[src/assert_macros.svh]
// Assertion macros shared by the sequencer RTL.
// Needs nothing else; each macro wraps one concurrent assertion on a clock and reset.
`ifndef ASSERT_MACROS_SVH
`define ASSERT_MACROS_SVH

// Condition holds at every clock edge outside reset.
`define I2CWS_ASSERT_HOLDS(label, clk, rst_n, cond) \
    label: assert property (@(posedge clk) disable iff (!rst_n) (cond)) \
        else $error("i2cws: invariant violated");

// Consequent holds in the same cycle as the antecedent.
`define I2CWS_ASSERT_IMP(label, clk, rst_n, ante, cons) \
    label: assert property (@(posedge clk) disable iff (!rst_n) (ante) |-> (cons)) \
        else $error("i2cws: implication violated");

// Consequent holds in the cycle after the antecedent.
`define I2CWS_ASSERT_NEXT(label, clk, rst_n, ante, cons) \
    label: assert property (@(posedge clk) disable iff (!rst_n) (ante) |=> (cons)) \
        else $error("i2cws: next-cycle implication violated");

`endif

[src/i2cws_pkg.sv]
// Types, codes and constants of the I2C write-then-read sequencer.
// Used by the step logic and the top level; depends on nothing.
package i2cws_pkg;

    localparam int WRITE_DEPTH_DEFAULT = 16;

    // Request modes.
    localparam logic [1:0] MODE_START  = 2'd0;
    localparam logic [1:0] MODE_LOAD   = 2'd1;
    localparam logic [1:0] MODE_STATUS = 2'd2;

    // Bus controller status codes.
    localparam logic [7:0] ST_START        = 8'h08;
    localparam logic [7:0] ST_REP_START    = 8'h10;
    localparam logic [7:0] ST_SLAW_ACK     = 8'h18;
    localparam logic [7:0] ST_SLAW_NACK    = 8'h20;
    localparam logic [7:0] ST_DATA_TX_ACK  = 8'h28;
    localparam logic [7:0] ST_SLAR_ACK     = 8'h40;
    localparam logic [7:0] ST_SLAR_NACK    = 8'h48;
    localparam logic [7:0] ST_DATA_RX_ACK  = 8'h50;
    localparam logic [7:0] ST_DATA_RX_NACK = 8'h58;

    // Acknowledge actions.
    localparam logic [1:0] ACK_NONE   = 2'd0;
    localparam logic [1:0] ACK_ASSERT = 2'd1;
    localparam logic [1:0] ACK_CLEAR  = 2'd2;

    // Transfer outcomes.
    localparam logic [1:0] OUTCOME_OK       = 2'd0;
    localparam logic [1:0] OUTCOME_ADDR_NAK = 2'd1;
    localparam logic [1:0] OUTCOME_BAD_CODE = 2'd2;

    // Configuration register indexes.
    localparam logic [1:0] CFG_TARGET_ADDRESS = 2'd0;
    localparam logic [1:0] CFG_WRITE_LENGTH   = 2'd1;
    localparam logic [1:0] CFG_READ_LENGTH    = 2'd2;

    typedef struct packed {
        logic [1:0] mode;
        logic [7:0] status_code;
        logic [7:0] rx_byte;
        logic [3:0] load_index;
        logic [7:0] load_byte;
    } t_in_item;

    typedef struct packed {
        logic       tx_valid;
        logic [7:0] tx_byte;
        logic       set_start;
        logic       clear_start;
        logic       set_stop;
        logic [1:0] ack_action;
        logic       clear_interrupt;
        logic       read_valid;
        logic [7:0] read_byte;
        logic [7:0] read_position;
        logic       transfer_done;
        logic [1:0] outcome;
    } t_out_item;

    typedef struct packed {
        logic [1:0] index;
        logic [7:0] data;
    } t_cfg_beat;

    typedef struct packed {
        logic [7:0] target_address;
        logic [4:0] write_length;
        logic [7:0] read_length;
    } t_cfg_regs;

endpackage

[src/i2cws_chan_if.sv]
// Valid/ready channel carrying one payload beat per handshake.
// Payload type is supplied by the instantiating code, usually from i2cws_pkg.
interface i2cws_chan_if #(
    parameter type t_payload = logic
) ();
    logic     valid;
    logic     ready;
    t_payload payload;

    modport source (output valid, output payload, input ready);
    modport sink   (input valid, input payload, output ready);
endinterface

[src/i2cws_step.sv]
// Status decision logic with the write store and the write and read indexes.
// Depends on i2cws_pkg and assert_macros.svh; result is combinational, state updates on i_en.
`include "assert_macros.svh"

module i2cws_step import i2cws_pkg::*; #(
    parameter int WRITE_DEPTH = WRITE_DEPTH_DEFAULT
) (
    input  logic      i_clk,
    input  logic      i_rst_n,
    input  logic      i_en,
    input  t_in_item  i_item,
    input  t_cfg_regs i_cfg,
    output t_out_item o_result
);
    localparam int AW = (WRITE_DEPTH > 1) ? $clog2(WRITE_DEPTH) : 1;
    localparam logic [8:0] DEPTH9 = 9'(WRITE_DEPTH);

    logic [7:0] r_store [WRITE_DEPTH];
    logic [4:0] r_write_index;
    logic [7:0] r_read_index;
    logic [4:0] n_write_index;
    logic [7:0] n_read_index;

    logic [8:0]    wl9;
    logic [8:0]    write_limit;
    logic [8:0]    wi9;
    logic [8:0]    li9;
    logic          more_to_write;
    logic          load_ok;
    logic [AW-1:0] rd_idx;
    logic [AW-1:0] wr_idx;
    logic [7:0]    read_inc;
    logic [1:0]    ack_now;
    logic [1:0]    ack_after;
    t_out_item     res;

    assign wl9           = {4'b0, i_cfg.write_length};
    assign write_limit   = (wl9 > DEPTH9) ? DEPTH9 : wl9;
    assign wi9           = {4'b0, r_write_index};
    assign li9           = {5'b0, i_item.load_index};
    assign more_to_write = wi9 < write_limit;
    assign load_ok       = li9 < DEPTH9;
    assign rd_idx        = wi9[AW-1:0];
    assign wr_idx        = li9[AW-1:0];
    assign read_inc      = r_read_index + 8'd1;

    // Acknowledge the coming byte only if at least one more byte follows it.
    assign ack_now   = (({1'b0, r_read_index} + 9'd1) < {1'b0, i_cfg.read_length})
                       ? ACK_ASSERT : ACK_CLEAR;
    assign ack_after = (({1'b0, read_inc} + 9'd1) < {1'b0, i_cfg.read_length})
                       ? ACK_ASSERT : ACK_CLEAR;

    always_comb begin
        res           = '0;
        n_write_index = r_write_index;
        n_read_index  = r_read_index;
        unique case (i_item.mode)
            MODE_START: begin
                res.set_start = 1'b1;
            end
            MODE_STATUS: begin
                res.clear_interrupt = 1'b1;
                unique case (i_item.status_code) inside
                    ST_START: begin
                        n_write_index   = '0;
                        res.tx_valid    = 1'b1;
                        res.tx_byte     = i_cfg.target_address;
                        res.clear_start = 1'b1;
                    end
                    ST_REP_START: begin
                        n_read_index    = '0;
                        res.tx_valid    = 1'b1;
                        res.tx_byte     = i_cfg.target_address | 8'h01;
                        res.clear_start = 1'b1;
                    end
                    ST_SLAW_ACK, ST_DATA_TX_ACK: begin
                        if (more_to_write) begin
                            res.tx_valid  = 1'b1;
                            res.tx_byte   = r_store[rd_idx];
                            n_write_index = r_write_index + 5'd1;
                        end else if (i_cfg.read_length != 8'd0) begin
                            res.set_start = 1'b1;
                        end else begin
                            res.set_stop      = 1'b1;
                            res.transfer_done = 1'b1;
                            res.outcome       = OUTCOME_OK;
                        end
                    end
                    ST_SLAR_ACK: begin
                        res.ack_action = ack_now;
                    end
                    ST_DATA_RX_ACK: begin
                        res.read_valid    = 1'b1;
                        res.read_byte     = i_item.rx_byte;
                        res.read_position = r_read_index;
                        n_read_index      = read_inc;
                        res.ack_action    = ack_after;
                    end
                    ST_DATA_RX_NACK: begin
                        res.read_valid    = 1'b1;
                        res.read_byte     = i_item.rx_byte;
                        res.read_position = r_read_index;
                        n_read_index      = read_inc;
                        res.set_stop      = 1'b1;
                        res.transfer_done = 1'b1;
                        res.outcome       = OUTCOME_OK;
                    end
                    ST_SLAW_NACK, ST_SLAR_NACK: begin
                        res.set_stop      = 1'b1;
                        res.transfer_done = 1'b1;
                        res.outcome       = OUTCOME_ADDR_NAK;
                    end
                    default: begin
                        res.set_stop      = 1'b1;
                        res.transfer_done = 1'b1;
                        res.outcome       = OUTCOME_BAD_CODE;
                    end
                endcase
            end
            default: begin
                // Loads and the unused mode give an all-zero result.
            end
        endcase
    end

    assign o_result = res;

    always_ff @(posedge i_clk) begin
        if (!i_rst_n) begin
            r_write_index <= '0;
            r_read_index  <= '0;
        end else if (i_en) begin
            r_write_index <= n_write_index;
            r_read_index  <= n_read_index;
        end
    end

    always_ff @(posedge i_clk) begin
        if (i_en && i_item.mode == MODE_LOAD && load_ok) begin
            r_store[wr_idx] <= i_item.load_byte;
        end
    end

    // The write index only advances below the clamped length, so it never passes the depth.
    `I2CWS_ASSERT_HOLDS(a_write_index_bound, i_clk, i_rst_n, wi9 <= DEPTH9)
    `I2CWS_ASSERT_NEXT(a_start_clears_index, i_clk, i_rst_n, i_en && i_item.mode == MODE_STATUS && i_item.status_code == ST_START, r_write_index == 5'd0)

endmodule

[src/i2c_master_write_read_sequencer.sv]
// Top level of the I2C write-then-read sequencer: channel registers and configuration.
// Depends on i2cws_pkg, i2cws_chan_if, i2cws_step and assert_macros.svh.
//
//   channel  direction  payload      purpose
//   i_cfg    in         t_cfg_beat   register writes (index, data)
//   i_req    in         t_in_item    start, store load and status requests
//   o_rsp    out        t_out_item   one controller action set per request
//
// A request sits in the input register and its result is registered at the
// output; one request per cycle.
// The two stages move together and stall only while a result waits on o_rsp.ready.
// Configuration writes are always taken. Reset is synchronous and active low; it clears
// the registers, the indexes and both valid flags; the write store is not cleared.
`include "assert_macros.svh"

module i2c_master_write_read_sequencer import i2cws_pkg::*; #(
    parameter int WRITE_DEPTH = WRITE_DEPTH_DEFAULT
) (
    input  logic          i_clk,
    input  logic          i_rst_n,
    i2cws_chan_if.sink    i_cfg,
    i2cws_chan_if.sink    i_req,
    i2cws_chan_if.source  o_rsp
);
    t_cfg_regs r_cfg;
    t_in_item  r_in_item;
    logic      r_in_valid;
    t_out_item r_out_item;
    logic      r_out_valid;

    logic      advance;
    logic      in_accept;
    t_out_item step_result;

    assign advance     = !r_out_valid || o_rsp.ready;
    assign i_req.ready = !r_in_valid || advance;
    assign in_accept   = i_req.valid && i_req.ready;
    assign i_cfg.ready = 1'b1;

    always_ff @(posedge i_clk) begin
        if (!i_rst_n) begin
            r_cfg <= '0;
        end else if (i_cfg.valid) begin
            unique case (i_cfg.payload.index)
                CFG_TARGET_ADDRESS: r_cfg.target_address <= i_cfg.payload.data;
                CFG_WRITE_LENGTH:   r_cfg.write_length   <= i_cfg.payload.data[4:0];
                CFG_READ_LENGTH:    r_cfg.read_length    <= i_cfg.payload.data;
                default: begin
                end
            endcase
        end
    end

    always_ff @(posedge i_clk) begin
        if (!i_rst_n) begin
            r_in_valid <= 1'b0;
        end else if (in_accept) begin
            r_in_valid <= 1'b1;
        end else if (advance) begin
            r_in_valid <= 1'b0;
        end
    end

    always_ff @(posedge i_clk) begin
        if (in_accept) begin
            r_in_item <= i_req.payload;
        end
    end

    i2cws_step #(
        .WRITE_DEPTH (WRITE_DEPTH)
    ) u_step (
        .i_clk    (i_clk),
        .i_rst_n  (i_rst_n),
        .i_en     (advance && r_in_valid),
        .i_item   (r_in_item),
        .i_cfg    (r_cfg),
        .o_result (step_result)
    );

    always_ff @(posedge i_clk) begin
        if (!i_rst_n) begin
            r_out_valid <= 1'b0;
        end else if (advance) begin
            r_out_valid <= r_in_valid;
        end
    end

    always_ff @(posedge i_clk) begin
        if (advance && r_in_valid) begin
            r_out_item <= step_result;
        end
    end

    assign o_rsp.valid   = r_out_valid;
    assign o_rsp.payload = r_out_item;

    `I2CWS_ASSERT_IMP(a_done_stops, i_clk, i_rst_n, r_out_valid && r_out_item.transfer_done, r_out_item.set_stop)
    `I2CWS_ASSERT_IMP(a_outcome_needs_done, i_clk, i_rst_n, r_out_valid && r_out_item.outcome != OUTCOME_OK, r_out_item.transfer_done)
    `I2CWS_ASSERT_IMP(a_tx_rx_exclusive, i_clk, i_rst_n, r_out_valid, !(r_out_item.tx_valid && r_out_item.read_valid))
    `I2CWS_ASSERT_IMP(a_no_accept_when_full, i_clk, i_rst_n, in_accept, !(r_in_valid && r_out_valid && !o_rsp.ready))

endmodule

[src/flat_wrapper.sv]
// flat-port wrapper written by rule: the top's interface ports become plain ports
module i2c_master_write_read_sequencer_flat import i2cws_pkg::*;
#(
    parameter int WRITE_DEPTH = WRITE_DEPTH_DEFAULT
)
  (i_clk, i_rst_n, i_cfg_valid, i_cfg_payload, i_cfg_ready, i_req_valid, i_req_payload, i_req_ready, o_rsp_valid, o_rsp_payload, o_rsp_ready);
  i2cws_chan_if #(.t_payload(t_cfg_beat)) i_cfg_i ();
  i2cws_chan_if #(.t_payload(t_in_item)) i_req_i ();
  i2cws_chan_if #(.t_payload(t_out_item)) o_rsp_i ();
  input  logic i_clk;
  input  logic i_rst_n;
  input wire logic [$bits(i_cfg_i.valid)-1:0] i_cfg_valid;
  input wire logic [$bits(i_cfg_i.payload)-1:0] i_cfg_payload;
  output wire logic [$bits(i_cfg_i.ready)-1:0] i_cfg_ready;
  input wire logic [$bits(i_req_i.valid)-1:0] i_req_valid;
  input wire logic [$bits(i_req_i.payload)-1:0] i_req_payload;
  output wire logic [$bits(i_req_i.ready)-1:0] i_req_ready;
  output wire logic [$bits(o_rsp_i.valid)-1:0] o_rsp_valid;
  output wire logic [$bits(o_rsp_i.payload)-1:0] o_rsp_payload;
  input wire logic [$bits(o_rsp_i.ready)-1:0] o_rsp_ready;
  assign i_cfg_i.valid = i_cfg_valid;
  assign i_cfg_i.payload = i_cfg_payload;
  assign i_cfg_ready = i_cfg_i.ready;
  assign i_req_i.valid = i_req_valid;
  assign i_req_i.payload = i_req_payload;
  assign i_req_ready = i_req_i.ready;
  assign o_rsp_valid = o_rsp_i.valid;
  assign o_rsp_payload = o_rsp_i.payload;
  assign o_rsp_i.ready = o_rsp_ready;
  i2c_master_write_read_sequencer #(.WRITE_DEPTH(WRITE_DEPTH)) u_core (.i_clk(i_clk), .i_rst_n(i_rst_n), .i_cfg(i_cfg_i), .i_req(i_req_i), .o_rsp(o_rsp_i));
endmodule
[config.mk]
export PLATFORM = sky130hd
export DESIGN_NAME = i2c_master_write_read_sequencer_flat
export DESIGN_NICKNAME = d
export VERILOG_FILES = /design/src/i2cws_pkg.sv /design/src/i2cws_chan_if.sv /design/src/i2cws_step.sv /design/src/i2c_master_write_read_sequencer.sv /design/src/flat_wrapper.sv
export VERILOG_INCLUDE_DIRS = /design/src /design/src/src
export SDC_FILE = /design/constraint.sdc
export NUM_CORES = 1
export LEC_CHECK = 0
export BUFFER_PORTS_ARGS = -buffer_cell sky130_fd_sc_hd__buf_2
export CORE_ASPECT_RATIO = 0.9
export CORE_MARGIN = 4
export CORE_UTILIZATION = 30
export DETAILED_ROUTE_END_ITERATION = 8
export PLACE_DENSITY = 0.43
export SLEW_MARGIN = 20
export SYNTH_ARGS = -nofsm -noshare
export SYNTH_HDL_FRONTEND = slang
export SYNTH_SLANG_ARGS = --single-unit
export TNS_END_PERCENT = 20
[constraint.sdc]
create_clock -name i_clk -period 4 [get_ports i_clk]
set_input_delay 0.6 -clock i_clk [delete_from_list [all_inputs] [get_ports i_clk]]
set_output_delay 0.6 -clock i_clk [all_outputs]
set_load 0.02 [all_outputs]
# ---- Yosys cells after proc, flatten, opt, wreduce, memory -nomap -nowiden
# Memory sizes are Yosys's and may differ from the RTL's. A register that Yosys moved wholly into a read port is not among the register bits.
# Cells that the tools add are included.
dict set report classes {
  add_sub_neg 4
  n_lt_le_gt_ge 5
  n_eq_ne 14
  mux 28
  reduce_logical 25
}
# op count
set ops {}
lappend ops {{$eq A8 B7 Y1 const B} 4}
lappend ops {{$pmux W9 S3} 1}
lappend ops {{$mux W21} 1}
lappend ops {{$add A8 B1 Y9 const B} 2}
lappend ops {{$lt A9 B8 Y1} 2}
lappend ops {{$mux W17} 1}
lappend ops {{$eq A8 B5 Y1 const B} 2}
lappend ops {{$eq A8 B6 Y1 const B} 2}
lappend ops {{$pmux W8 S2} 1}
lappend ops {{$pmux W3 S4} 1}
lappend ops {{$mux W1} 10}
lappend ops {{$mux W5} 2}
lappend ops {{$pmux W5 S2} 1}
lappend ops {{$mux W9} 1}
lappend ops {{$add A8 B1 Y8 const B} 1}
lappend ops {{$eq A8 B4 Y1 const B} 1}
lappend ops {{$mux W4} 2}
lappend ops {{$reduce_and A2 Y1} 4}
lappend ops {{$reduce_bool A8 Y1} 1}
lappend ops {{$reduce_or A2 Y1} 4}
lappend ops {{$mux W3} 2}
lappend ops {{$reduce_bool A2 Y1} 3}
lappend ops {{$add A5 B1 Y5 const B} 1}
lappend ops {{$gt A5 B5 Y1 const B} 1}
lappend ops {{15 further kinds} 25}
dict set report word_totals {
  ff_bits 101
  ramBits 128
  input_bits 45
  output_inout_bits 38
  mem_count 1
}
# memory words word_bits rd rd_clocked_by_memory_dff wr line_no
set memory_table {}
lappend memory_table {u_core.u_step.r_store 16 8 1 1 1 i2cws_step.sv:18} ;# logic [7:0] r_store [WRITE_DEPTH];

# ---- Logic depth before layout (Yosys ltp)
dict set report logic_depth {
  word_depth 7
  ltp_mapped 13
  ltp_nobuf 12
}

# ---- Cells and area by module
# A second synthesis with hierarchy kept.
dict set report unflattened {
  cells_unflattened 626
  hier_area_um2 9730.6
}
# mod instances cells_per_inst area_per_inst_um2
set by_module_without_submodules {}
lappend by_module_without_submodules {i2cws_step 1 471 6875.3}
lappend by_module_without_submodules {i2c_master_write_read_sequencer 1 155 2855.2}

# ---- Least setup slack after synthesis
# OpenSTA, ideal clock, no wires.
dict set report synth_timing {
  path_type {register -> register}
  start {reg u_core.u_step.r_read_index[1]}
  end {reg u_core.r_out_item (netlist bit u_core.o_rsp.payload[22]), data pin}
  t_arrival_ns 2.625
  setup_slack_ns 1.114
  path_stages_with_launch 11
  n_path_buf 1
  cell_sequence {dfxtp_1 > ha_1 > clkbuf_1 > nand3_1 > nor2_1 > xor2_1 > ha_1 > a21o_1 > a2111oi_0 > o31ai_1 > o311a_1}
}
dict set report synth_via {
  elab_chain_len 5
}
# element line_no
set synth_lines {}
lappend synth_lines {{from (decl)} i2cws_step.sv:20} ;# logic [7:0] r_read_index;
lappend synth_lines {{from (signal assigned)} i2cws_step.sv:134} ;# r_read_index <= n_read_index;
lappend synth_lines {{$add A8 B1 Y8} i2cws_step.sv:45} ;# assign read_inc = r_read_index + 8'd1;
lappend synth_lines {{$add A8 B1 Y9} i2cws_step.sv:50} ;# assign ack_after = (({1'b0, read_inc} + 9'd1) < {1'b0, i_cfg.read_length})
lappend synth_lines {{$lt A9 B8 Y1} i2cws_step.sv:50}
lappend synth_lines {{$mux W2} i2cws_step.sv:51} ;# ? ACK_ASSERT : ACK_CLEAR;
lappend synth_lines {{$pmux W2 S2 *} i2cws_step.sv:63} ;# unique case (i_item.status_code) inside
lappend synth_lines {{to (signal assigned)} i2c_master_write_read_sequencer.sv:91} ;# r_out_item <= step_result;
lappend synth_lines {{to (decl)} i2c_master_write_read_sequencer.sv:28} ;# t_out_item r_out_item;
# Every way passes the cells marked *; elsewhere a longest branch is shown, timed or not.
# A chain may end at the register's enable or synchronous reset.

# ---- Worst setup path after layout
dict set report layout_timing {
  start {reg u_core.u_step.r_read_index[0]}
  end {reg u_core.r_out_item (netlist bit u_core.o_rsp.payload[22]), data pin}
}
# Same word-level chain as after synthesis.

==> reports/qor.yml <==
drive_gt1_share_pct: 24.4
synth_ff_type: "edfxtp_1"
grt_pass1_wl_mm: 35.1
ctsHtreeMaxLevel: 1
hold_path_class: "in -> reg"
status: "completed"
io_buffers: 81
sequentialPowerShare_pct: 52.6
period_share_pct: 84.1
holdBufCountCts: 0
clk_latency_ps: 540
grt_max_degree: 36
cap_violations: 0
hold_path_depth: 1
rows: 62
n_antenna_cell: 0
dieArea_um2: 35400
routedWlPerCell_um: 19.7
yosys_warnings: 0
via_per_inst: 4.80
synthArstFlopShare_pct: 0
cts_tree: "yes"
syn_to_final_growth_pct: 17.3
cts_buffer_depth: 3
root_buffer: "clkbuf_16"
nets: 792
syn_area_um2: 9750
slew_headroom_pct: 30.3
p_total_w: 0.00517
dp_hpwl_mm: 16.0
place_inst: 1114
startpoint: "u_core.u_step.r_read_index[0]"
nFillCells: 3098
rr_endpoint: "u_core.o_rsp.payload[22]"
syn_avg_cell_area_um2: 15.2
grt_overflow: 0
synth_nets: 706
first_iter_violations: 385
rsz0062_at_grt: "no"
cts_buffers: 26
ant_nets: 0
rrSetupSlack_ps: 640
path_clk_slew_ps: 60
tns_ps: 0
crit_path_max_fanout: 12
first_pass_iters: 5
cts_setup_buffers: 0
worstPathRequired_ps: 4270
finalNonFillerCells: 1162
worstMarginPinSlew_ps: 1040
p_per_area_nw_per_um2: 453
wl_mm: 22.9
fmax_ghz: 0.297
power_leakage_nw: 3.89
clkPwrFrac_pct: 44.2
start_kind: "flop"
hold_viol_final: 0
synth-edff-count: 193
grt_pass1_vias: 5778
io-pin-count: 83
die_w_um: 198
skew_ps: 20.3
critPathKind: "reg -> reg"
num_vias: 5580
critPathCaptureType: "flop"
hold_start: "i_req_payload[6]"
placed_cell_area_um2: 10600
cts-resized-gates: 0
r2r-start: "u_core.u_step.r_read_index[0]"
antenna_found_initial: 0
die_height_um: 179
setup_viol: 0
synth_cell_types: 62
yosysSeqAreaShare_pct: 67.7
min_period_ps: 3360
grt_use_total_pct: 13.0
cts.sinks: 233
synthCells: 640
ys_ff_latch: 233
r2r_cells: 9
final_area_um2: 11400
start_util_pct: 30.5
peakVddDrop_mv: 0.363
cp.arrival_ps: 3640
p_comb_share_pct: 3.2
gp_congestion: 0.767
switching_share_pct: 21.6
fp.coreArea_um2: 32000
drc: 0
internal_power_w: 0.00405
min_to: "u_core.r_in_item[6]"
slew_viol_final: 0
switching_power_w: 0.00112
[through the flow]
| stage | utilization, % | setup WS [ps] | hold slack [ps] |
|---|---|---|---|
| 3_3_place_gp | 33.2 | 764 | 480 |
| 5_1_grt | 35.8 | 319 | 207 |
| 2_1_floorplan | - | 1110 | 455 |
| 4_1_cts | 35.8 | 689 | 200 |
| 3_5_place_dp | 33.2 | 719 | 498 |
| 6_report | 35.8 | 637 | 236 |
[worst max-delay path by stage]
| stage | end | slack (ps) | depth (start not counted) |
|---|---|---|---|
| after global routing | u_core.o_rsp.payload[22] | 320 | 9 |
| after detailed placement | u_core.o_rsp.payload[22] | 720 | 9 |
| final | u_core.o_rsp.payload[22] | 640 | 9 |
| after CTS | u_core.o_rsp.payload[22] | 690 | 9 |
| after floorplan | u_core.o_rsp.payload[22] | 1110 | 10 |
| after global placement | u_core.o_rsp.payload[22] | 760 | 9 |
[synthesized netlist by cell type, types with 8 or more instances]
cell type  count  share of area (%)
mux2i_1       30                3.1
mux4_2        32                7.4
ha_1          21                2.7
edfxtp_1     193                 59
xnor2_1       10               0.90
o21ai_0       10               0.51
a21oi_1       17               0.87
nor3_1        14               0.72
mux2_2         8               0.92
dfxtp_1       40                8.2
nand3_1       15               0.77
clkbuf_1      16               0.62
and2_1        19                1.2
nor2_1        61                2.3
nand2_1       30                1.2
inv_1         18               0.69
[state kept, by name, indices dropped and copies added, names as in the netlist, named ones only]
register / cells
u_core.u_step.r_store: 128
u_core.o_rsp.valid: 1
u_core.r_in_item: 30
u_core.u_step.r_write_index: 5
u_core.o_rsp.payload: 35
u_core.u_step.r_read_index: 8
u_core.r_in_valid: 1
u_core.r_cfg: 21
[routing by layer]
layer	vias to the layer above	wire length, µm	GRT usage [%]
li1	2634	-	-
met1	2794	11200	19.5
met2	122	10200	19.7
met3	30	1080	2.33
met4	0	413	2.67
met5	-	0	0
[area by class of cell]
class                      count  area [µm²]  area share [%]
multi-input combinational    359        2960            25.9
clock inverter                14         114           0.996
timing repair buffer          88         458            4.01
sequential                   233        6600            57.7
tap                          416         520            4.55
inverter                      18        67.6           0.591
clock buffer                  34         711            6.22
[cells by family (layout without fill, tap and decap cells)]
kind of cell	Yosys count	in the layout	share of synthesized area, %
AOI/OAI and AO/OA	73	73	5.61
and+or+nand+nor	180	180	9.27
other	1	1	0.0385
buffers and inverters	48	154	2.05
xor gates and xnor gates	14	14	1.26
muxes	70	70	11.4
DFF	233	233	67.7
adders and majority gates	21	21	2.70
[power by group through the flow]
stage	clock, W	sequential, W	combinational [W]
after floorplan	0	0.00277	0.0000794
after global placement	0	0.00277	0.000163
after detailed placement	0	0.00278	0.000166
after CTS	0.00237	0.00272	0.000166
after global routing	0.00247	0.00273	0.000181
final	0.00229	0.00272	0.000163
[worst max-delay path, stage by stage (launching register included)]
cell and delay, ps:
dfxtp_1 560, ha_1 430, nand3_1 230, nor2_1 240, xor2_1 330, ha_1 320, a21o_1 160, a2111oi_0 540
o31ai_1 150, o311a_1 150
[layout by cell type, fill, tap and decap left out, types with 12 or more instances in the layout]
master,instances
a21oi_1,17
and2_1,18
buf_2,81
clkbuf_16,26
dfxtp_1,38
edfxtp_1,193
ha_1,21
inv_1,18
mux2i_1,30
mux4_2,32
nand2_1,30
nand3_1,15
nor2_1,61
nor3_1,12
Power figures use the tool's default switching activity.
